**src/rtl/kcl_pkg.sv**
```systemverilog
// kcl_pkg: shared types, character codes and the control store for the
// keyboard command line decoder. No dependencies.
`timescale 1ns / 1ps

package kcl_pkg;

    localparam int KEY_W      = 8;
    localparam int KIND_W     = 3;
    localparam int NUM_W      = 8;
    localparam int SPD_W      = 4;
    localparam int LEN_W      = 6;
    localparam int CFG_IDX_W  = 1;
    localparam int CFG_DATA_W = 8;
    localparam int VAL_W      = 16;
    localparam int UPC_W      = 3;

    localparam logic [KEY_W-1:0] KEY_RETURN = 8'd13;
    localparam logic [KEY_W-1:0] KEY_BACK   = 8'd8;
    localparam logic [KEY_W-1:0] CH_SPACE   = 8'h20;
    localparam logic [KEY_W-1:0] CH_0       = 8'h30;
    localparam logic [KEY_W-1:0] CH_9       = 8'h39;
    localparam logic [KEY_W-1:0] CH_Q       = 8'h71;
    localparam logic [KEY_W-1:0] CH_T       = 8'h74;
    localparam logic [KEY_W-1:0] CH_R       = 8'h72;
    localparam logic [KEY_W-1:0] CH_S       = 8'h73;
    localparam logic [KEY_W-1:0] CH_UPPER_S = 8'h53;
    localparam logic [KEY_W-1:0] CH_UPPER_C = 8'h43;

    localparam int               ARG_START     = 3;
    localparam logic [VAL_W-1:0] VAL_SAT       = 16'hFFFF;
    localparam logic [VAL_W-1:0] SW_LOW_END    = 16'd19;
    localparam logic [VAL_W-1:0] SW_HIGH_START = 16'h98;
    localparam logic [VAL_W-1:0] SW_HIGH_END   = 16'h9D;

    localparam logic [NUM_W-1:0] TRAIN_LIMIT_RST = 8'd80;
    localparam logic [SPD_W-1:0] SPEED_LIMIT_RST = 4'd14;

    typedef enum logic [KIND_W-1:0] {
        KIND_NONE    = 3'd0,
        KIND_SPEED   = 3'd1,
        KIND_REVERSE = 3'd2,
        KIND_SWITCH  = 3'd3,
        KIND_QUIT    = 3'd4
    } kind_t;

    typedef enum logic [CFG_IDX_W-1:0] {
        REG_TRAIN_LIMIT = 1'b0,
        REG_SPEED_LIMIT = 1'b1
    } cfg_reg_t;

    typedef enum logic [2:0] {
        OP_NONE,
        OP_INIT,
        OP_FIRST,
        OP_SCAN,
        OP_EVAL,
        OP_EDIT
    } op_t;

    typedef enum logic [2:0] {
        C_NEVER,
        C_ALWAYS,
        C_NO_IN,
        C_NOT_EXEC,
        C_PRESENT,
        C_OUT_BUSY
    } cond_t;

    typedef struct packed {
        logic             in_rdy;
        op_t              op;
        cond_t            cond;
        logic [UPC_W-1:0] target;
    } ctrl_t;

    typedef struct packed {
        logic in_valid;
        logic exec_line;
        logic present;
        logic out_busy;
    } stat_t;

    typedef struct packed {
        kind_t            kind;
        logic [NUM_W-1:0] target;
        logic [SPD_W-1:0] speed;
        logic             curved;
        logic [LEN_W-1:0] len;
    } res_t;

    // control store addresses
    localparam logic [UPC_W-1:0] UA_IDLE     = 3'd0;
    localparam logic [UPC_W-1:0] UA_DISPATCH = 3'd1;
    localparam logic [UPC_W-1:0] UA_INIT     = 3'd2;
    localparam logic [UPC_W-1:0] UA_FIRST    = 3'd3;
    localparam logic [UPC_W-1:0] UA_SCAN     = 3'd4;
    localparam logic [UPC_W-1:0] UA_EVAL     = 3'd5;
    localparam logic [UPC_W-1:0] UA_BACK     = 3'd6;
    localparam logic [UPC_W-1:0] UA_EDIT     = 3'd7;

    // jump taken when cond holds, else fall through (the edit word wraps to idle)
    function automatic ctrl_t ucode(input logic [UPC_W-1:0] addr);
        ctrl_t w;
        w = '{in_rdy: 1'b0, op: OP_NONE, cond: C_NEVER, target: UA_IDLE};
        case (addr)
            UA_IDLE:     w = '{in_rdy: 1'b1, op: OP_NONE,  cond: C_NO_IN,    target: UA_IDLE};
            UA_DISPATCH: w = '{in_rdy: 1'b0, op: OP_NONE,  cond: C_NOT_EXEC, target: UA_EDIT};
            UA_INIT:     w = '{in_rdy: 1'b0, op: OP_INIT,  cond: C_NEVER,    target: UA_IDLE};
            UA_FIRST:    w = '{in_rdy: 1'b0, op: OP_FIRST, cond: C_NEVER,    target: UA_IDLE};
            UA_SCAN:     w = '{in_rdy: 1'b0, op: OP_SCAN,  cond: C_PRESENT,  target: UA_SCAN};
            UA_EVAL:     w = '{in_rdy: 1'b0, op: OP_EVAL,  cond: C_OUT_BUSY, target: UA_EVAL};
            UA_BACK:     w = '{in_rdy: 1'b0, op: OP_NONE,  cond: C_ALWAYS,   target: UA_IDLE};
            UA_EDIT:     w = '{in_rdy: 1'b0, op: OP_EDIT,  cond: C_OUT_BUSY, target: UA_EDIT};
            default:     w = '{in_rdy: 1'b0, op: OP_NONE,  cond: C_ALWAYS,   target: UA_IDLE};
        endcase
        return w;
    endfunction

    // value*10 + digit, saturating; the digit is the low nibble of an ASCII digit
    function automatic logic [VAL_W-1:0] dec_step(input logic [VAL_W-1:0] v,
                                                 input logic [KEY_W-1:0] c);
        logic [VAL_W+3:0] t;
        t = ({4'b0, v} << 3) + ({4'b0, v} << 1) + {{VAL_W{1'b0}}, c[3:0]};
        return (t > {4'b0, VAL_SAT}) ? VAL_SAT : t[VAL_W-1:0];
    endfunction

endpackage

```
**src/rtl/kcl_if.sv**
```systemverilog
// kcl_key_if / kcl_res_if: valid-ready channels for key bytes and results.
// Depends on kcl_pkg for field widths.
`timescale 1ns / 1ps

interface kcl_key_if import kcl_pkg::*; ();
    logic             valid;
    logic             ready;
    logic [KEY_W-1:0] key_byte;

    modport source (output valid, output key_byte, input ready);
    modport sink (input valid, input key_byte, output ready);
endinterface

interface kcl_res_if import kcl_pkg::*; ();
    logic              valid;
    logic              ready;
    logic [KIND_W-1:0] command_kind;
    logic [NUM_W-1:0]  target_number;
    logic [SPD_W-1:0]  speed_value;
    logic              switch_curved;
    logic [LEN_W-1:0]  line_length;

    modport source (output valid, output command_kind, output target_number,
                    output speed_value, output switch_curved, output line_length,
                    input ready);
    modport sink (input valid, input command_kind, input target_number,
                  input speed_value, input switch_curved, input line_length,
                  output ready);
endinterface

```
**src/rtl/kcl_ram.sv**
```systemverilog
// kcl_ram: generic simple dual-port RAM, one write port, one registered read.
// No dependencies.
`timescale 1ns / 1ps

module kcl_ram #(
    parameter int WIDTH = 8,
    parameter int DEPTH = 32
) (
    input  logic                     clk,
    input  logic                     we,
    input  logic [$clog2(DEPTH)-1:0] waddr,
    input  logic [WIDTH-1:0]         wdata,
    input  logic [$clog2(DEPTH)-1:0] raddr,
    output logic [WIDTH-1:0]         rdata
);

    logic [WIDTH-1:0] mem_reg [DEPTH];
    logic [WIDTH-1:0] rdata_reg;

    always_ff @(posedge clk)
    begin
        if (we)
        begin
            mem_reg[waddr] <= wdata;
        end
        rdata_reg <= mem_reg[raddr];
    end

    assign rdata = rdata_reg;

endmodule

```
**src/rtl/kcl_useq.sv**
```systemverilog
// kcl_useq: step counter and control store with conditional jumps.
// Depends on kcl_pkg (ctrl_t, stat_t, ucode).
`timescale 1ns / 1ps

module kcl_useq import kcl_pkg::*; (
    input  logic  clk,
    input  logic  rst_n,
    input  stat_t stat,
    output ctrl_t ctrl
);

    logic [UPC_W-1:0] upc_reg;
    logic [UPC_W-1:0] upc_next;
    logic             jump;

    assign ctrl = ucode(upc_reg);

    always_comb
    begin
        case (ctrl.cond)
            C_NEVER:    jump = 1'b0;
            C_ALWAYS:   jump = 1'b1;
            C_NO_IN:    jump = !stat.in_valid;
            C_NOT_EXEC: jump = !stat.exec_line;
            C_PRESENT:  jump = stat.present;
            C_OUT_BUSY: jump = stat.out_busy;
            default:    jump = 1'b0;
        endcase
        upc_next = jump ? ctrl.target : upc_reg + UPC_W'(1);
    end

    always_ff @(posedge clk or negedge rst_n)
    begin
        if (!rst_n)
        begin
            upc_reg <= UA_IDLE;
        end
        else
        begin
            upc_reg <= upc_next;
        end
    end

endmodule

```
**src/rtl/kcl_dp.sv**
```systemverilog
// kcl_dp: line buffer, scan pointer and argument parser driven by the
// sequencer op. Depends on kcl_pkg and kcl_ram.
`timescale 1ns / 1ps

module kcl_dp import kcl_pkg::*; #(
    parameter int LINE_DEPTH = 32
) (
    input  logic             clk,
    input  logic             rst_n,
    input  op_t              op,
    input  logic             in_fire,
    input  logic [KEY_W-1:0] key_byte,
    input  logic             go,
    input  logic [NUM_W-1:0] train_limit,
    input  logic [SPD_W-1:0] speed_limit,
    output logic             present,
    output logic             exec_line,
    output logic             res_load,
    output res_t             res
);

    localparam int IDX_W = $clog2(LINE_DEPTH);
    localparam int CNT_W = $clog2(LINE_DEPTH + 1);

    logic [KEY_W-1:0] key_reg;
    logic [CNT_W-1:0] count_reg, count_next;
    logic [CNT_W-1:0] pos_reg, pos_next;
    logic [KEY_W-1:0] first_reg, first_next;
    logic [VAL_W-1:0] num_reg, num_next;
    logic             num_act_reg, num_act_next;
    logic [VAL_W-1:0] spd_reg, spd_next;
    logic             spd_act_reg, spd_act_next;
    logic             sp_found_reg, sp_found_next;
    logic             dir_pend_reg, dir_pend_next;
    logic             dir_ok_reg, dir_ok_next;
    logic [KEY_W-1:0] dir_reg, dir_next;

    logic             ram_we;
    logic [KEY_W-1:0] c;
    logic             is_digit;
    logic             train_ok, speed_ok, dir_sc, switch_ok;
    logic [CNT_W+LEN_W-1:0] len_ext;

    kcl_ram #(
        .WIDTH (KEY_W),
        .DEPTH (LINE_DEPTH)
    ) u_line (
        .clk   (clk),
        .we    (ram_we),
        .waddr (count_reg[IDX_W-1:0]),
        .wdata (key_reg),
        .raddr (pos_next[IDX_W-1:0]),
        .rdata (c)
    );

    // read data always belongs to pos_reg: the address is taken from pos_next
    assign present   = pos_reg < count_reg;
    assign exec_line = (key_reg == KEY_RETURN) && (count_reg != '0);
    assign is_digit  = c inside {[CH_0:CH_9]};

    assign train_ok  = (num_reg != '0) && (num_reg <= {{(VAL_W-NUM_W){1'b0}}, train_limit});
    assign speed_ok  = spd_reg <= {{(VAL_W-SPD_W){1'b0}}, speed_limit};
    assign dir_sc    = dir_ok_reg && ((dir_reg == CH_UPPER_S) || (dir_reg == CH_UPPER_C));
    assign switch_ok = ((num_reg != '0) && (num_reg < SW_LOW_END))
                    || ((num_reg > SW_HIGH_START) && (num_reg < SW_HIGH_END));

    always_comb
    begin
        count_next    = count_reg;
        pos_next      = pos_reg;
        first_next    = first_reg;
        num_next      = num_reg;
        num_act_next  = num_act_reg;
        spd_next      = spd_reg;
        spd_act_next  = spd_act_reg;
        sp_found_next = sp_found_reg;
        dir_pend_next = dir_pend_reg;
        dir_ok_next   = dir_ok_reg;
        dir_next      = dir_reg;
        ram_we        = 1'b0;
        res_load      = 1'b0;
        res.kind      = KIND_NONE;
        res.target    = '0;
        res.speed     = '0;
        res.curved    = 1'b0;

        case (op)
            OP_INIT:
            begin
                pos_next      = '0;
                num_next      = '0;
                num_act_next  = 1'b1;
                spd_next      = '0;
                spd_act_next  = 1'b0;
                sp_found_next = 1'b0;
                dir_pend_next = 1'b0;
                dir_ok_next   = 1'b0;
            end
            OP_FIRST:
            begin
                first_next = c;
                pos_next   = CNT_W'(ARG_START);
            end
            OP_SCAN:
            begin
                if (present)
                begin
                    pos_next = pos_reg + CNT_W'(1);
                    if (num_act_reg)
                    begin
                        if (is_digit)
                        begin
                            num_next = dec_step(num_reg, c);
                        end
                        else
                        begin
                            num_act_next = 1'b0;
                        end
                    end
                    // speed digits start one past the space
                    if (spd_act_reg)
                    begin
                        if (is_digit)
                        begin
                            spd_next = dec_step(spd_reg, c);
                        end
                        else
                        begin
                            spd_act_next = 1'b0;
                        end
                    end
                    if (dir_pend_reg)
                    begin
                        dir_next      = c;
                        dir_ok_next   = 1'b1;
                        dir_pend_next = 1'b0;
                    end
                    if (!sp_found_reg && (c == CH_SPACE))
                    begin
                        sp_found_next = 1'b1;
                        spd_act_next  = 1'b1;
                        dir_pend_next = 1'b1;
                    end
                end
            end
            OP_EVAL:
            begin
                if (go)
                begin
                    res_load   = 1'b1;
                    count_next = '0;
                    case (first_reg)
                        CH_Q:
                        begin
                            res.kind = KIND_QUIT;
                        end
                        CH_T:
                        begin
                            if (sp_found_reg && train_ok && speed_ok)
                            begin
                                res.kind   = KIND_SPEED;
                                res.target = num_reg[NUM_W-1:0];
                                res.speed  = spd_reg[SPD_W-1:0];
                            end
                        end
                        CH_R:
                        begin
                            if (train_ok)
                            begin
                                res.kind   = KIND_REVERSE;
                                res.target = num_reg[NUM_W-1:0];
                            end
                        end
                        CH_S:
                        begin
                            if (sp_found_reg && dir_sc && switch_ok)
                            begin
                                res.kind   = KIND_SWITCH;
                                res.target = num_reg[NUM_W-1:0];
                                res.curved = (dir_reg == CH_UPPER_C);
                            end
                        end
                        default:
                        begin
                            res.kind = KIND_NONE;
                        end
                    endcase
                end
            end
            OP_EDIT:
            begin
                if (go)
                begin
                    res_load = 1'b1;
                    if (key_reg == KEY_BACK)
                    begin
                        if (count_reg != '0)
                        begin
                            count_next = count_reg - CNT_W'(1);
                        end
                    end
                    else if (key_reg != KEY_RETURN)
                    begin
                        // full line drops the byte
                        if (count_reg < CNT_W'(LINE_DEPTH))
                        begin
                            ram_we     = 1'b1;
                            count_next = count_reg + CNT_W'(1);
                        end
                    end
                end
            end
            default:
            begin
                pos_next = pos_reg;
            end
        endcase

        len_ext = {{LEN_W{1'b0}}, count_next};
        res.len = len_ext[LEN_W-1:0];
    end

    always_ff @(posedge clk)
    begin
        if (in_fire)
        begin
            key_reg <= key_byte;
        end
        first_reg <= first_next;
        num_reg   <= num_next;
        spd_reg   <= spd_next;
        dir_reg   <= dir_next;
    end

    always_ff @(posedge clk or negedge rst_n)
    begin
        if (!rst_n)
        begin
            count_reg    <= '0;
            pos_reg      <= '0;
            num_act_reg  <= 1'b0;
            spd_act_reg  <= 1'b0;
            sp_found_reg <= 1'b0;
            dir_pend_reg <= 1'b0;
            dir_ok_reg   <= 1'b0;
        end
        else
        begin
            count_reg    <= count_next;
            pos_reg      <= pos_next;
            num_act_reg  <= num_act_next;
            spd_act_reg  <= spd_act_next;
            sp_found_reg <= sp_found_next;
            dir_pend_reg <= dir_pend_next;
            dir_ok_reg   <= dir_ok_next;
        end
    end

endmodule

```
**src/rtl/keyboard_command_line_decoder.sv**
```systemverilog
// Keyboard command line decoder: one result per key byte, one key in flight.
// Edit keys (store, backspace, return on empty line) go idle, dispatch, edit; the edit step
// loads the result and the sequencer wraps to idle for the next key. Return on a non-empty
// line goes idle, dispatch, init, first, scan, evaluate, back; the scan reads one char per cycle.
// A waiting result stalls the edit/evaluate step while the output is held off.
// Reset clears the line count and restores the limits; the line RAM is not cleared.
`timescale 1ns / 1ps

module keyboard_command_line_decoder import kcl_pkg::*; #(
    parameter int LINE_DEPTH = 32
) (
    input  logic                  clk,
    input  logic                  rst_n,
    input  logic                  cfg_we,
    input  logic [CFG_IDX_W-1:0]  cfg_index,
    input  logic [CFG_DATA_W-1:0] cfg_data,
    kcl_key_if.sink               key_in,
    kcl_res_if.source             res_out
);

    logic [NUM_W-1:0] train_limit_reg, train_limit_next;
    logic [SPD_W-1:0] speed_limit_reg, speed_limit_next;
    logic             out_valid_reg, out_valid_next;
    res_t             res_reg;

    ctrl_t ctrl;
    stat_t stat;
    res_t  res;
    logic  in_fire, out_busy, present, exec_line, res_load;

    assign in_fire      = key_in.valid && key_in.ready;
    assign key_in.ready = ctrl.in_rdy;
    assign out_busy     = out_valid_reg && !res_out.ready;

    assign stat.in_valid  = key_in.valid;
    assign stat.exec_line = exec_line;
    assign stat.present   = present;
    assign stat.out_busy  = out_busy;

    kcl_useq u_useq (
        .clk   (clk),
        .rst_n (rst_n),
        .stat  (stat),
        .ctrl  (ctrl)
    );

    kcl_dp #(
        .LINE_DEPTH (LINE_DEPTH)
    ) u_dp (
        .clk         (clk),
        .rst_n       (rst_n),
        .op          (ctrl.op),
        .in_fire     (in_fire),
        .key_byte    (key_in.key_byte),
        .go          (!out_busy),
        .train_limit (train_limit_reg),
        .speed_limit (speed_limit_reg),
        .present     (present),
        .exec_line   (exec_line),
        .res_load    (res_load),
        .res         (res)
    );

    always_comb
    begin
        train_limit_next = train_limit_reg;
        speed_limit_next = speed_limit_reg;
        if (cfg_we)
        begin
            case (cfg_reg_t'(cfg_index))
                REG_TRAIN_LIMIT: train_limit_next = cfg_data[NUM_W-1:0];
                REG_SPEED_LIMIT: speed_limit_next = cfg_data[SPD_W-1:0];
                default:         train_limit_next = train_limit_reg;
            endcase
        end
    end

    always_comb
    begin
        out_valid_next = out_valid_reg;
        if (res_load)
        begin
            out_valid_next = 1'b1;
        end
        else if (res_out.ready)
        begin
            out_valid_next = 1'b0;
        end
    end

    always_ff @(posedge clk or negedge rst_n)
    begin
        if (!rst_n)
        begin
            train_limit_reg <= TRAIN_LIMIT_RST;
            speed_limit_reg <= SPEED_LIMIT_RST;
            out_valid_reg   <= 1'b0;
        end
        else
        begin
            train_limit_reg <= train_limit_next;
            speed_limit_reg <= speed_limit_next;
            out_valid_reg   <= out_valid_next;
        end
    end

    always_ff @(posedge clk)
    begin
        if (res_load)
        begin
            res_reg <= res;
        end
    end

    assign res_out.valid         = out_valid_reg;
    assign res_out.command_kind  = res_reg.kind;
    assign res_out.target_number = res_reg.target;
    assign res_out.speed_value   = res_reg.speed;
    assign res_out.switch_curved = res_reg.curved;
    assign res_out.line_length   = res_reg.len;

    // a new result never overwrites one that is still waiting
    a_no_overwrite: assert property (@(posedge clk) disable iff (!rst_n)
        res_load |-> (!out_valid_reg || res_out.ready))
        else $error("result loaded over a pending result");

    // the sequencer leaves the idle word right after a key transfer
    a_one_in_flight: assert property (@(posedge clk) disable iff (!rst_n)
        in_fire |=> !key_in.ready)
        else $error("second key taken before the first finished");

    // an issued command always clears the line
    a_cmd_clears: assert property (@(posedge clk) disable iff (!rst_n)
        (res_load && (res.kind != KIND_NONE)) |-> (res.len == '0))
        else $error("command issued without clearing the line");

    // an issued speed never exceeds the configured limit
    a_speed_limit: assert property (@(posedge clk) disable iff (!rst_n)
        (res_load && (res.kind == KIND_SPEED)) |-> (res.speed <= speed_limit_reg))
        else $error("speed command above limit");

endmodule

```
**src/flat_wrapper.sv**
```systemverilog
// flat-port wrapper written by rule: the top's interface ports become plain ports
module keyboard_command_line_decoder_flat import kcl_pkg::*;
#(
    parameter int LINE_DEPTH = 32
)
  (clk, rst_n, cfg_we, cfg_index, cfg_data, key_in_valid, key_in_key_byte, key_in_ready, res_out_valid, res_out_command_kind, res_out_target_number, res_out_speed_value, res_out_switch_curved, res_out_line_length, res_out_ready);
  kcl_key_if key_in_i ();
  kcl_res_if res_out_i ();
  input  logic clk;
  input  logic rst_n;
  input  logic cfg_we;
  input  logic [CFG_IDX_W-1:0] cfg_index;
  input  logic [CFG_DATA_W-1:0] cfg_data;
  input wire logic [$bits(key_in_i.valid)-1:0] key_in_valid;
  input wire logic [$bits(key_in_i.key_byte)-1:0] key_in_key_byte;
  output wire logic [$bits(key_in_i.ready)-1:0] key_in_ready;
  output wire logic [$bits(res_out_i.valid)-1:0] res_out_valid;
  output wire logic [$bits(res_out_i.command_kind)-1:0] res_out_command_kind;
  output wire logic [$bits(res_out_i.target_number)-1:0] res_out_target_number;
  output wire logic [$bits(res_out_i.speed_value)-1:0] res_out_speed_value;
  output wire logic [$bits(res_out_i.switch_curved)-1:0] res_out_switch_curved;
  output wire logic [$bits(res_out_i.line_length)-1:0] res_out_line_length;
  input wire logic [$bits(res_out_i.ready)-1:0] res_out_ready;
  assign key_in_i.valid = key_in_valid;
  assign key_in_i.key_byte = key_in_key_byte;
  assign key_in_ready = key_in_i.ready;
  assign res_out_valid = res_out_i.valid;
  assign res_out_command_kind = res_out_i.command_kind;
  assign res_out_target_number = res_out_i.target_number;
  assign res_out_speed_value = res_out_i.speed_value;
  assign res_out_switch_curved = res_out_i.switch_curved;
  assign res_out_line_length = res_out_i.line_length;
  assign res_out_i.ready = res_out_ready;
  keyboard_command_line_decoder #(.LINE_DEPTH(LINE_DEPTH)) u_core (.clk(clk), .rst_n(rst_n), .cfg_we(cfg_we), .cfg_index(cfg_index), .cfg_data(cfg_data), .key_in(key_in_i), .res_out(res_out_i));
endmodule
```
**config.mk**
```make
export PLATFORM = sky130hd
export DESIGN_NAME = keyboard_command_line_decoder_flat
export DESIGN_NICKNAME = d
export VERILOG_FILES = /design/src/rtl/kcl_pkg.sv /design/src/rtl/kcl_if.sv /design/src/rtl/kcl_ram.sv /design/src/rtl/kcl_useq.sv /design/src/rtl/kcl_dp.sv /design/src/rtl/keyboard_command_line_decoder.sv /design/src/flat_wrapper.sv
export SDC_FILE = /design/constraint.sdc
export NUM_CORES = 1
export LEC_CHECK = 0
export BUFFER_PORTS_ARGS = -buffer_cell sky130_fd_sc_hd__buf_2
export CAP_MARGIN = 20
export CORE_UTILIZATION = 65
export CTS_BUF_LIST = sky130_fd_sc_hd__clkbuf_4
export CTS_CLUSTER_DIAMETER = 50
export CTS_CLUSTER_SIZE = 12
export DETAILED_ROUTE_END_ITERATION = 6
export PLACE_DENSITY = 0.8
export SLEW_MARGIN = 20
export SYNTH_ARGS = -nofsm -noshare
export SYNTH_HDL_FRONTEND = slang
export SYNTH_SLANG_ARGS = --single-unit
```
**constraint.sdc**
```tcl
create_clock -name clk -period 4 [get_ports clk]
set_clock_uncertainty 0.1 [all_clocks]
set_input_delay 0 -clock clk [delete_from_list [all_inputs] [get_ports clk]]
set_output_delay 0 -clock clk [all_outputs]
set_load 0.01 [all_outputs]
```
* After elaboration in Yosys (flattened, before gate mapping)
Memory sizes are Yosys's and may differ from the RTL's. A register that Yosys moved wholly into a read port is not among the register bits.
Index checks and enable logic that the tools add are counted.
** Word-level totals
- Register bits :: 111
- Memories :: 2
- Word-level logic and storage cells :: 166
- Bits in read-only memories :: 80
- Input bits :: 22
- RAM bits :: 256
** Cells by class
- Order comparisons :: 11
- Equality and inequality tests :: 26
- $add $sub $neg :: 8
- Bitwise gates (word level) :: 6
- Muxes and demuxes :: 54
- Reductions and logical operators :: 37
** Memory list
- u_core.u_dp.u_line.mem_reg :: depth 32, width 8, read ports 1, clocked after memory_dff 1, wr ports 1, line kcl_ram.sv:17 : logic [WIDTH-1:0] mem_reg [DEPTH];
- (name not given) :: depth 8, width 10, read ports 1, clocked after memory_dff 0, wr ports 0, line kcl_pkg.sv:105 : case (addr)
** Operators by type and width (number)
- 2-to-1 mux 16 bit :: 8
- one-hot mux 16 bit (2 select lines) :: 2
- == test 8 x 7 -> 1 bit, second input constant :: 6
- 2-to-1 mux 6 bit :: 7
- adder 19 x 17 -> 20 bit :: 2
- adder 20 x 4 -> 20 bit :: 2
- greater-than comparator 20 x 16 -> 1 bit, second input constant :: 2
- one-hot mux 8 bit (3 select lines) :: 1
- 2-to-1 mux 1 bit :: 23
- 2-to-1 mux 10 bit :: 2
- one-hot mux 6 bit (3 select lines) :: 1
- == test 8 x 4 -> 1 bit, second input constant :: 2
- greater-than comparator 16 x 8 -> 1 bit, second input constant :: 1
- <= comparator 16 x 4 -> 1 bit :: 1
- <= comparator 16 x 8 -> 1 bit :: 1
- less-than comparator 16 x 5 -> 1 bit, second input constant :: 1
- less-than comparator 16 x 8 -> 1 bit, second input constant :: 1
- nonzero test 16 bit :: 1
- logical AND 1 bit :: 13
- 2-to-1 mux 13 bit :: 1
- adder 6 x 1 -> 6 bit, second input constant :: 2
- == test 3 x 2 -> 1 bit, second input constant :: 4
- == test 3 bit, second input constant :: 4
- one-hot mux 3 bit (4 select lines) :: 1
- 26 further kinds :: 53

* Longest topological paths before layout
Gate-level depths: netlist of run 1.
- Depth in word-level cells :: 8
- Gate-level depth with buffers :: 15

* By module
Synthesis of run 1 repeated with hierarchy kept, for this count alone.
** Second synthesis, totals
- Cell total of the unflattened synthesis :: 1091
- Area total of the unflattened synthesis :: 17370.4 µm²
** Modules (own cells, without submodules)
- kcl_ram :: cells each 417, instances 1, area an instance 10053.4 µm²
- kcl_dp :: cells each 583, instances 1, area an instance 5759.3 µm²
- keyboard_command_line_decoder :: cells each 54, instances 1, area an instance 1208.7 µm²
- kcl_useq :: cells each 37, instances 1, area an instance 349.1 µm²

* Worst setup path before layout of run 1
No wires, ideal clock.
- Path type :: register to register
- Start :: reg u_core.u_dp.num_reg[2]
- End :: reg u_core.u_dp.num_reg[11], data pin
- Slack :: 0.437 ns
- Cell stages (with the launch flop) :: 12
- Arrival time :: 3.190 ns
- Cell sequence :: edfxtp_1 -> fa_1 -> fa_1 -> a211oi_1 -> o21bai_1 -> o21ai_0 -> a31oi_1 -> and4_1 -> o21a_2 -> nor4_4 -> buf_6 -> a21oi_1
** On the way
- Longest elaborated chain between the ends :: 8
** Ends and longest elaborated chain
- start, declared :: line kcl_dp.sv:29 : logic [VAL_W-1:0] num_reg, num_next;
- start signal, assigned :: line kcl_dp.sv:230 : num_reg <= num_next;
- adder 19 x 17 -> 20 bit * :: line kcl_pkg.sv:123 : t = ({4'b0, v} << 3) + ({4'b0, v} << 1) + {{VAL_W{1'b0}}, c[3:0]};
- adder 20 x 4 -> 20 bit * :: line kcl_pkg.sv:123
- greater-than comparator 20 x 16 -> 1 bit :: line kcl_pkg.sv:124 : return (t > {4'b0, VAL_SAT}) ? VAL_SAT : t[VAL_W-1:0];
- 2-to-1 mux 16 bit * :: line kcl_pkg.sv:124
- 2-to-1 mux 16 bit * :: line kcl_dp.sv:111 : if (is_digit)
- 2-to-1 mux 16 bit * :: line kcl_dp.sv:109 : if (num_act_reg)
- 2-to-1 mux 16 bit * :: line kcl_dp.sv:106 : if (present)
- one-hot mux 16 bit (2 select lines) * :: line kcl_dp.sv:87 : case (op)
Mark *: on every way between the ends. The rest lies on a longest branch, timed or not. The select of a mux whose other input is x is not followed.
A chain may end at the register's enable or synchronous reset.

* Worst setup path after layout of run 1
- Start :: reg u_core.u_dp.num_reg[0]
- End :: reg u_core.u_dp.num_reg[11], data pin
The elaborated chain is that of the path after synthesis.

==> results.toml, run 1 <==
[die]
initial_core_util_pct = 66.2
die_area_sq_um = 27200
fp-row-count = 59
fp.dieH_microns = 165
fp.dieW_microns = 165
core_area_sq_um = 26100
io-pin-count = 46

[worst_hold_path]
worstHoldPathType = "primary input to flop"

[route]
antenna_left = 0
wl_per_cell_microns = 20.9
drcViolationCount = 0
drtPass1Iterations = 7
drt-total-wl_microns = 39700
vias = 11800
drtIter0Drc = 1543
post_drt_via_cell_ratio = 6.24

[final_layout]
nFillCells = 1682
nNetsFinal = 1645
area_delta_synth_final_pct = 11.5
final_common_cell = "edfxtp_1"
drive_gt1_share_pct = 14.0
largest_reg_flops = 256
layout_common_cells = "334 x edfxtp_1, 207 x nand2_1, 132 x a21oi_1"

[synthesis]
yosysSeqAreaShare_pct = 63.9
netlist_instances = 1387
syn_area_per_cell_sq_um = 12.4
dominantRegCellSynth = "edfxtp_1"
yosysTopAreaCellShare_pct = 58.1
synthesis.area_sq_um = 17300
netlist-cell-type-count = 70
synth_seq_cells = 375
synth_fp_nets = 1501
async_reset_ff_share_pct = 8.80
synth_edf_count = 334
synthTopCellsByArea = "edfxtp_1 58%, ha_1 6.4%, nand2_1 4.5%"
yosysTopAreaCell = "edfxtp_1"
ys_warn_count = 0

[setup_path]
worstPathRequired_ps = 4290
crit_fanout = 16
max_stage_delay_ps = 560
cp-start-kind = "flop"
cp.arrival_ps = 4050
worst_setup_path_end_kind = "flop"
crit_top_cell = "fa_1"
cp_slowest_cell = "fa_1"
path_cells = "fa_1 -> fa_1 -> a211oi_1 -> o21bai_1 -> o21ai_0 -> a31oi_1 -> and4_1 -> o21a_2 -> nor4_4 -> buf_4 -> a21oi_1"
crit_type = "flop to flop"

[global_routing]
grt_usage_pct = 30.2
grt_pass1_wl_microns = 62000
grt_pass1_vias = 11700
overflow = 0
grt_max_degree = 129
antenna_found_initial = 1

[pwr]
cellPowerDensity_nw_per_um2 = 811
finalPower_uw = 15600
p_int_uw = 8720
p_leak_uw = 0.00723
ir_drop_mv = 0.624
clkPwrFrac_pct = 12.8
comb_power_share_pct = 52.7
sw_frac_of_total_pct = 44.1
power_frac_seq_pct = 34.5
p_switching_uw = 6890

[clock_network]
root_buffer = "clkbuf_4"
clkTransAtPathRegs_ps = 120
clock-sinks = 375
cts_buffers = 41
cts_max_level = 2
cts_tree = "built"
clock_path_buffers = 3
post_cts_buffers = 0
cts_resized = 0
clk_latency_ps = 700

[timing]
final_max_slew_viol_count = 0
setup_viol = 0
rsz0062_at_grt = "false"
timing.final.crit_share_pct = 94.0
fin_crit_ps = 3760
tns_ps = 0
relSlewSlack_pct = 47.3
worst_slew_pin_slew_ps = 783
hold_violations = 0
fmax_mhz = 266

[place]
dp_hpwl_microns = 24700
gp_congestion = 0.904
port_buffers = 45

[run]
maxCapViolations = 0

[status]
run_status = "complete, no violations"
==> logic make-up after synthesis <==
logic type                 synth area share [%]
buffers and inverters                      2.46
adders and majority gates                  6.85
AOI/OAI and AO/OA                          12.6
and+or+nand+nor                            11.6
muxes                                      1.33
DFF                                        63.9
xor gates and xnor gates                   1.32
==> power by group through the flow <==
stage	sequential, uW	clock, uW	combinational [uW]
global placement	5430	0	7780
finish	5380	1990	8230
CTS	5370	2010	8130
detailed placement	5460	0	8030
floorplan	5370	0	5940
global route	5440	2170	9060
==> Yosys cell counts (10+ instances only) <==
| master | instances |
|---|---|
| a21o_1 | 10 |
| a21oi_1 | 132 |
| a22oi_1 | 46 |
| a31oi_1 | 18 |
| a32oi_1 | 35 |
| and3_1 | 11 |
| buf_2 | 18 |
| clkbuf_1 | 30 |
| dfrtp_1 | 28 |
| edfxtp_1 | 334 |
| ha_1 | 88 |
| inv_1 | 40 |
| mux2i_1 | 15 |
| nand2_1 | 207 |
| nand2b_1 | 10 |
| nand3_1 | 38 |
| nand4_1 | 13 |
| nor2_1 | 87 |
| nor2b_1 | 13 |
| nor3_1 | 16 |
| o21ai_0 | 45 |
| xor2_1 | 18 |
==> metrics by stage <==
step | setup WS [ps] | cells | utilization, % | area, sq um | hold WS (ps)
6_report | 240 | 1898 | 73.8 | 19200 | 87.0
5_1_grt | 11.5 | 1898 | 73.8 | 19200 | 116
4_1_cts | 215 | 1897 | 73.8 | 19200 | 71.0
3_5_place_dp | 277 | 1772 | 69.7 | 18200 | 48.0
3_3_place_gp | 350 | 1772 | 69.7 | 18200 | 23.9
2_1_floorplan | 437 | 1387 | - | 17300 | -396
==> repair_timing <==
item / 4_1_cts / 5_1_grt
endpoints found under the setup margin: 0 / 0
endpoints found under the hold margin: 88 / 0
hold buffers: 51 / 0
==> critical path: cells and delay by family (launching register included) <==
family	cells	cell delay, ps
AND/OR/NAND/NOR	2	490
adder cells (fa/ha/maj)	2	1050
buffers and inverters	1	250
AO/OA/AOI/OAI	6	1100
flip-flops	1	490
==> worst paths after layout <==
path	start	end	slack [ps]	cells after the start
max	u_core.u_dp.num_reg[0]$_SDFFCE_PN0P_	u_core.u_dp.num_reg[11]$_SDFFCE_PN0P_	240	11
min	res_out_ready	u_core.res_out.valid$_DFFE_PN0P_	90	4
max reg2reg	u_core.u_dp.num_reg[0]$_SDFFCE_PN0P_	u_core.u_dp.num_reg[11]$_SDFFCE_PN0P_	240	11
min reg2reg	u_core.u_dp.u_line.rdata[6]$_DFF_P_	u_core.u_dp.first_reg[6]$_DFFE_PP_	410	0
max in group asynchronous	rst_n	u_core.train_limit_reg[3]$_DFFE_PN0P_	3210	4
min in group asynchronous	rst_n	u_core.speed_limit_reg[2]$_DFFE_PN1P_	350	3
==> cell type report <==
class | instances | area, sq um | area share, %
Timing Repair Buffer | 158 | 1260 | 6.56
Inverter | 44 | 166 | 0.865
Tap cell | 335 | 419 | 2.18
Clock inverter | 13 | 85.1 | 0.442
Antenna cell | 1 | 2.50 | 0.0130
Multi-Input combinational cell | 911 | 5820 | 30.2
Sequential cell | 375 | 11000 | 57.3
Clock buffer | 61 | 458 | 2.38
==> metal layers <==
metal / part of all wire [%] / GRT usage, % / up-vias
met3: 7.0 / 4.87 / 105
met1: 39 / 38.3 / 5727
met4: 3.0 / 11.3 / 0
met5: 0 / 0 / -
met2: 51 / 52.4 / 487
li1: - / - / 5516
Power figures use the tool's default switching activity.
==> run 2: changes to the inputs <==
--- a/config.mk
+++ b/config.mk
@@ -7,12 +7,13 @@
 export LEC_CHECK = 0
 export BUFFER_PORTS_ARGS = -buffer_cell sky130_fd_sc_hd__buf_2
 export CAP_MARGIN = 20
-export CORE_UTILIZATION = 65
+export CORE_MARGIN = 1.5
+export CORE_UTILIZATION = 50
 export CTS_BUF_LIST = sky130_fd_sc_hd__clkbuf_4
 export CTS_CLUSTER_DIAMETER = 50
 export CTS_CLUSTER_SIZE = 12
 export DETAILED_ROUTE_END_ITERATION = 6
-export PLACE_DENSITY = 0.8
+export PLACE_DENSITY = 0.63
 export SLEW_MARGIN = 20
 export SYNTH_ARGS = -nofsm -noshare
 export SYNTH_HDL_FRONTEND = slang
==> results.toml, run 2 (synthesis results as in run 1) <==
[place]
dp_hpwl_microns = 24700
dp.cells = 1890
port_buffers = 45
gp_congestion = 0.841

[run]
maxCapViolations = 0

[setup_path]
max_stage_delay_ps = 550
timing.rr.start = "u_core.u_dp.spd_reg[0]$_SDFFCE_PN0P_"
cp.arrival_ps = 4070
worstPathRequired_ps = 4360
worst_setup_path_end_kind = "flop"
cp_slowest_cell = "fa_1"
crit_path_start = "u_core.u_dp.spd_reg[0]$_SDFFCE_PN0P_"
cp-start-kind = "flop"
path_cells = "fa_1 -> fa_1 -> a211oi_1 -> nor2_1 -> o221ai_1 -> nor2_1 -> o31a_1 -> o21a_1 -> nor3_1 -> a211o_1 -> buf_4 -> a31oi_1"
crit_fanout = 16
crit_type = "flop to flop"
r2r_slack_ps = 290

[pwr]
finalPower_uw = 15900
p_switching_uw = 6880
p_int_uw = 9050
p_leak_uw = 0.00732
sw_frac_of_total_pct = 43.2
clkPwrFrac_pct = 14.3
power_frac_seq_pct = 33.5
ir_drop_mv = 0.623
comb_power_share_pct = 52.2
cellPowerDensity_nw_per_um2 = 814

[final_layout]
nNetsFinal = 1655
fin_cells = 2019
drive_gt1_share_pct = 14.2
final_common_cell = "edfxtp_1"
largest_reg_flops = 256
layout_common_cells = "334 x edfxtp_1, 207 x nand2_1, 132 x a21oi_1"
area_delta_synth_final_pct = 13.4

[die]
fp-row-count = 67
initial_core_util_pct = 51.1
die_area_sq_um = 35600
core_area_sq_um = 33800
fp.dieW_microns = 189
fp.dieH_microns = 189
io-pin-count = 46

[timing]
tns_ps = 0
fin_crit_ps = 3710
final_max_slew_viol_count = 0
rsz0062_at_grt = "false"
hold_violations = 0
fmax_mhz = 269
timing.final.crit_share_pct = 92.8
relSlewSlack_pct = 43.5
setup_viol = 0
worst_slew_pin_slew_ps = 845

[route]
wl_per_cell_microns = 19.3
vias = 11400
drtIter0Drc = 848
antenna_left = 0
met2WireLength_microns = 18800
drt-total-wl_microns = 38900
wl_met1_microns = 17100
top_layer_used = "met4"
dr_wl_met3_microns = 1750
post_drt_via_cell_ratio = 5.66
drcViolationCount = 0
drtPass1Iterations = 5

[clock_network]
post_cts_buffers = 0
cts_resized = 0
clock-sinks = 375
postCtsHoldBufs = 55
clock_path_buffers = 3
clkTransAtPathRegs_ps = 120
clk_latency_ps = 720
cts_max_level = 2
root_buffer = "clkbuf_4"
cts_buffers = 42
cts_tree = "built"

[global_routing]
grt_usage_pct = 22.1
overflow = 0
antenna_found_initial = 1
grt_pass1_wl_microns = 61400
grt_max_degree = 82
grt_pass1_vias = 11300

[worst_hold_path]
worstHoldStart = "res_out_ready"
worstHoldPathType = "primary input to flop"

[status]
run_status = "complete, no violations"
-- run 2: cell type report --
type                            instances  area, sq um
Fill cell                            2738        14200
Sequential cell                       375        11000
Multi-Input combinational cell        911         5820
Timing Repair Buffer                  167         1350
Tap cell                              448          561
Clock buffer                           56          420
Clock inverter                         17          225
Inverter                               44          166
Antenna cell                            1         2.50
-- run 2: final timing paths --
| check | endpoint | depth (start not counted) |
|---|---|---|
| max | u_core.u_dp.spd_reg[9]$_SDFFCE_PN0P_ | 12 |
| min | u_core.res_out.valid$_DFFE_PN0P_ | 4 |
| max reg2reg | u_core.u_dp.spd_reg[9]$_SDFFCE_PN0P_ | 12 |
| min reg2reg | u_core.u_dp.first_reg[5]$_DFFE_PP_ | 0 |
| max in group asynchronous | u_core.train_limit_reg[2]$_DFFE_PN0P_ | 4 |
| min in group asynchronous | u_core.speed_limit_reg[2]$_DFFE_PN1P_ | 3 |
-- run 2: power groups by stage --
| stage | sequential, uW | combinational [uW] | clock [uW] |
|---|---|---|---|
| after floorplan | 5370 | 5940 | 0 |
| after global placement | 5420 | 8180 | 0 |
| after global routing | 5410 | 9260 | 2480 |
| final | 5340 | 8310 | 2270 |
| after detailed placement | 5430 | 8240 | 0 |
| after CTS | 5340 | 8330 | 2340 |
-- run 2: layer usage --
layer / GRT usage, % / vias up
li1: - / 5532
met1: 29.2 / 5533
met2: 37.1 / 281
met3: 3.04 / 80
met4: 8.30 / 0
met5: 0 / -
-- run 2: worst max-delay path, delay by kind of cell, from the launching register on --
family | cells | cell delay, ps
fa+ha+maj | 2 | 1050
compound gates | 6 | 1280
simple gates | 3 | 340
buf+inv | 1 | 210
flops | 1 | 470
-- run 2: stage by stage --
stage               instance area [sq um]  util (%)  worst slack (ps)  hold WS (ps)
floorplan                           17300         -               437          -396
global placement                    18400      54.3               325          51.7
detailed placement                  18400      54.3               320          54.7
global route                        19600      57.9              11.4          68.8
finish                              19600      57.9               289          57.4
CTS                                 19600      57.9               276          13.7
==> run 3: changes to the inputs <==
--- a/config.mk
+++ b/config.mk
@@ -8,12 +8,12 @@
 export BUFFER_PORTS_ARGS = -buffer_cell sky130_fd_sc_hd__buf_2
 export CAP_MARGIN = 20
 export CORE_MARGIN = 1.5
-export CORE_UTILIZATION = 50
+export CORE_UTILIZATION = 30
 export CTS_BUF_LIST = sky130_fd_sc_hd__clkbuf_4
 export CTS_CLUSTER_DIAMETER = 50
 export CTS_CLUSTER_SIZE = 12
 export DETAILED_ROUTE_END_ITERATION = 6
-export PLACE_DENSITY = 0.63
+export PLACE_DENSITY = 0.41
 export SLEW_MARGIN = 20
 export SYNTH_ARGS = -nofsm -noshare
 export SYNTH_HDL_FRONTEND = slang
==> results.toml, run 3 (synthesis results as in run 1) <==
[pwr]
cellPowerDensity_nw_per_um2 = 823
power_frac_seq_pct = 32.7
comb_power_share_pct = 52.6
ir_drop_mv = 0.519
p_int_uw = 9070
sw_frac_of_total_pct = 44.7
p_switching_uw = 7350
clkPwrFrac_pct = 14.7
p_leak_uw = 0.00731

[route]
drcViolationCount = 0
drt-total-wl_microns = 44200
drtPass1Iterations = 5
drtIter0Drc = 715
antenna_left = 0
vias = 11400
post_drt_via_cell_ratio = 4.91
wl_per_cell_microns = 19.0

[timing]
fmax_mhz = 266
timing.final.crit_share_pct = 93.8
final_max_slew_viol_count = 0
setup_viol = 0
hold_ws_ps = 204
hold_violations = 0
relSlewSlack_pct = 47.9
fin_crit_ps = 3750
worst_slack_ps = 246
rsz0062_at_grt = "false"
tns_ps = 0
worst_slew_pin_slew_ps = 779

[setup_path]
crit_top_cell = "fa_1"
worstPathRequired_ps = 4390
path_cells = "fa_1 -> fa_1 -> a211oi_1 -> o21bai_1 -> o21ai_0 -> a31oi_1 -> and4_1 -> o21a_2 -> nor4_4 -> buf_4 -> a21oi_1"
timing.rr.start = "u_core.u_dp.num_reg[0]$_SDFFCE_PN0P_"
r2r-end = "u_core.u_dp.num_reg[13]$_SDFFCE_PN0P_"
cp_slowest_cell = "fa_1"
r2r_slack_ps = 250
crit_path_start = "u_core.u_dp.num_reg[0]$_SDFFCE_PN0P_"
cp-start-kind = "flop"
endpoint = "u_core.u_dp.num_reg[13]$_SDFFCE_PN0P_"
reg2regPathDepth = 11
max_stage_delay_ps = 570
worst_setup_path_end_kind = "flop"
cp.arrival_ps = 4150
crit_fanout = 16
crit_type = "flop to flop"

[place]
port_buffers = 45
dp_hpwl_microns = 28300
dp_worst_setup_slack_ps = 227
gp_congestion = 0.780
dp.cells = 2192

[global_routing]
grt_pass1_wl_microns = 68500
grt_usage_pct = 15.0
antenna_found_initial = 2
grt_max_degree = 61
overflow = 0
grt_pass1_vias = 11600

[die]
fp.dieW_microns = 243
initial_core_util_pct = 30.5
core_area_sq_um = 56600
fp.dieH_microns = 243
fp-row-count = 87
io-pin-count = 46
die_area_sq_um = 58900

[status]
run_status = "complete, no violations"

[clock_network]
clock_path_buffers = 3
cts_max_level = 2
cts_tree = "built"
cts_resized = 0
clock-sinks = 375
clkTransAtPathRegs_ps = 130
root_buffer = "clkbuf_4"
cts_buffers = 46
clk_latency_ps = 830

[run]
maxCapViolations = 0

[final_layout]
area_delta_synth_final_pct = 15.7
fin_cells = 2329
nNetsFinal = 1651
layout_common_cells = "334 x edfxtp_1, 207 x nand2_1, 132 x a21oi_1"
final_common_cell = "edfxtp_1"
multi_input_area_sq_um = 5820
ff_latch_area_sq_um = 11000
nFillCells = 5623
drive_gt1_share_pct = 14.2
largest_reg_flops = 256

[worst_hold_path]
worstHoldPathType = "primary input to flop"
hold_depth = 3
## run 3: changes by cell type in the layout (fill, tap and decap cells not counted), moves of 2 or more
cell / change
buf_4: -9
buf_12: +3
clkinv_1: +3
clkinv_2: +3
inv_6: +3
clkbuf_4: -2
clkinv_4: +2
dlygate4sd3_1: -2
## run 3: power groups by stage
stage | clock network [uW] | registers (uW) | logic (uW)
floorplan | 0 | 5370 | 5940
global placement | 0 | 5460 | 8820
detailed placement | 0 | 5470 | 8690
CTS | 2530 | 5370 | 8790
global route | 2670 | 5440 | 9630
finish | 2420 | 5370 | 8640
## run 3: repair_timing
item / CTS / global route
buffers inserted: 0 / 0
hold buffers: 53 / 0
endpoints found under the hold margin: 105 / 0
## run 3: worst max-delay path: cells and delay by family, from the launching register on
kind	cells	cell delay (ps)
AOI/OAI and AO/OA	6	1090
adders and majority gates	2	1060
DFF	1	490
and+or+nand+nor	2	480
buffers and inverters	1	250
## run 3: layout make-up
cell class,instances,share of cell area [%]
Multi-Input combinational cell,911,29.1
Antenna cell,2,0.0251
Inverter,44,0.834
Timing Repair Buffer,159,6.63
Sequential cell,375,55.2
Clock inverter,28,1.37
Tap cell,756,4.74
Clock buffer,54,2.03
## run 3: worst min path at each step
| stage | startpoint | slack [ps] | to |
|---|---|---|---|
| floorplan | rst_n | -400 | u_core.res_out.valid$_DFFE_PN0P_ |
| global placement | key_in_key_byte[5] | 80 | u_core.u_dp.key_reg[5]$_DFFE_PP_ |
| detailed placement | key_in_key_byte[4] | 80 | u_core.u_dp.key_reg[4]$_DFFE_PP_ |
| CTS | key_in_valid | 100 | u_core.u_useq.upc_reg[1]$_DFF_PN0_ |
| global route | key_in_valid | 180 | u_core.u_dp.key_reg[3]$_DFFE_PP_ |
| finish | key_in_valid | 200 | u_core.u_dp.key_reg[3]$_DFFE_PP_ |
## run 3: per-stage QoR
stage	power, uW	util [%]	area, sq um
2_1_floorplan	11300	-	17300
3_3_place_gp	14300	33.1	18700
3_5_place_dp	14200	33.1	18700
4_1_cts	16700	35.2	20000
5_1_grt	17700	35.3	20000
6_report	16400	35.3	20000
## run 3: routing by layer
metal	part of all wire (%)	vias to the layer above	global-route usage [%]
li1	-	5535	-
met1	47	5611	20.5
met2	46	209	24.4
met3	4.1	72	2.20
met4	2.4	0	4.69
met5	0	-	0
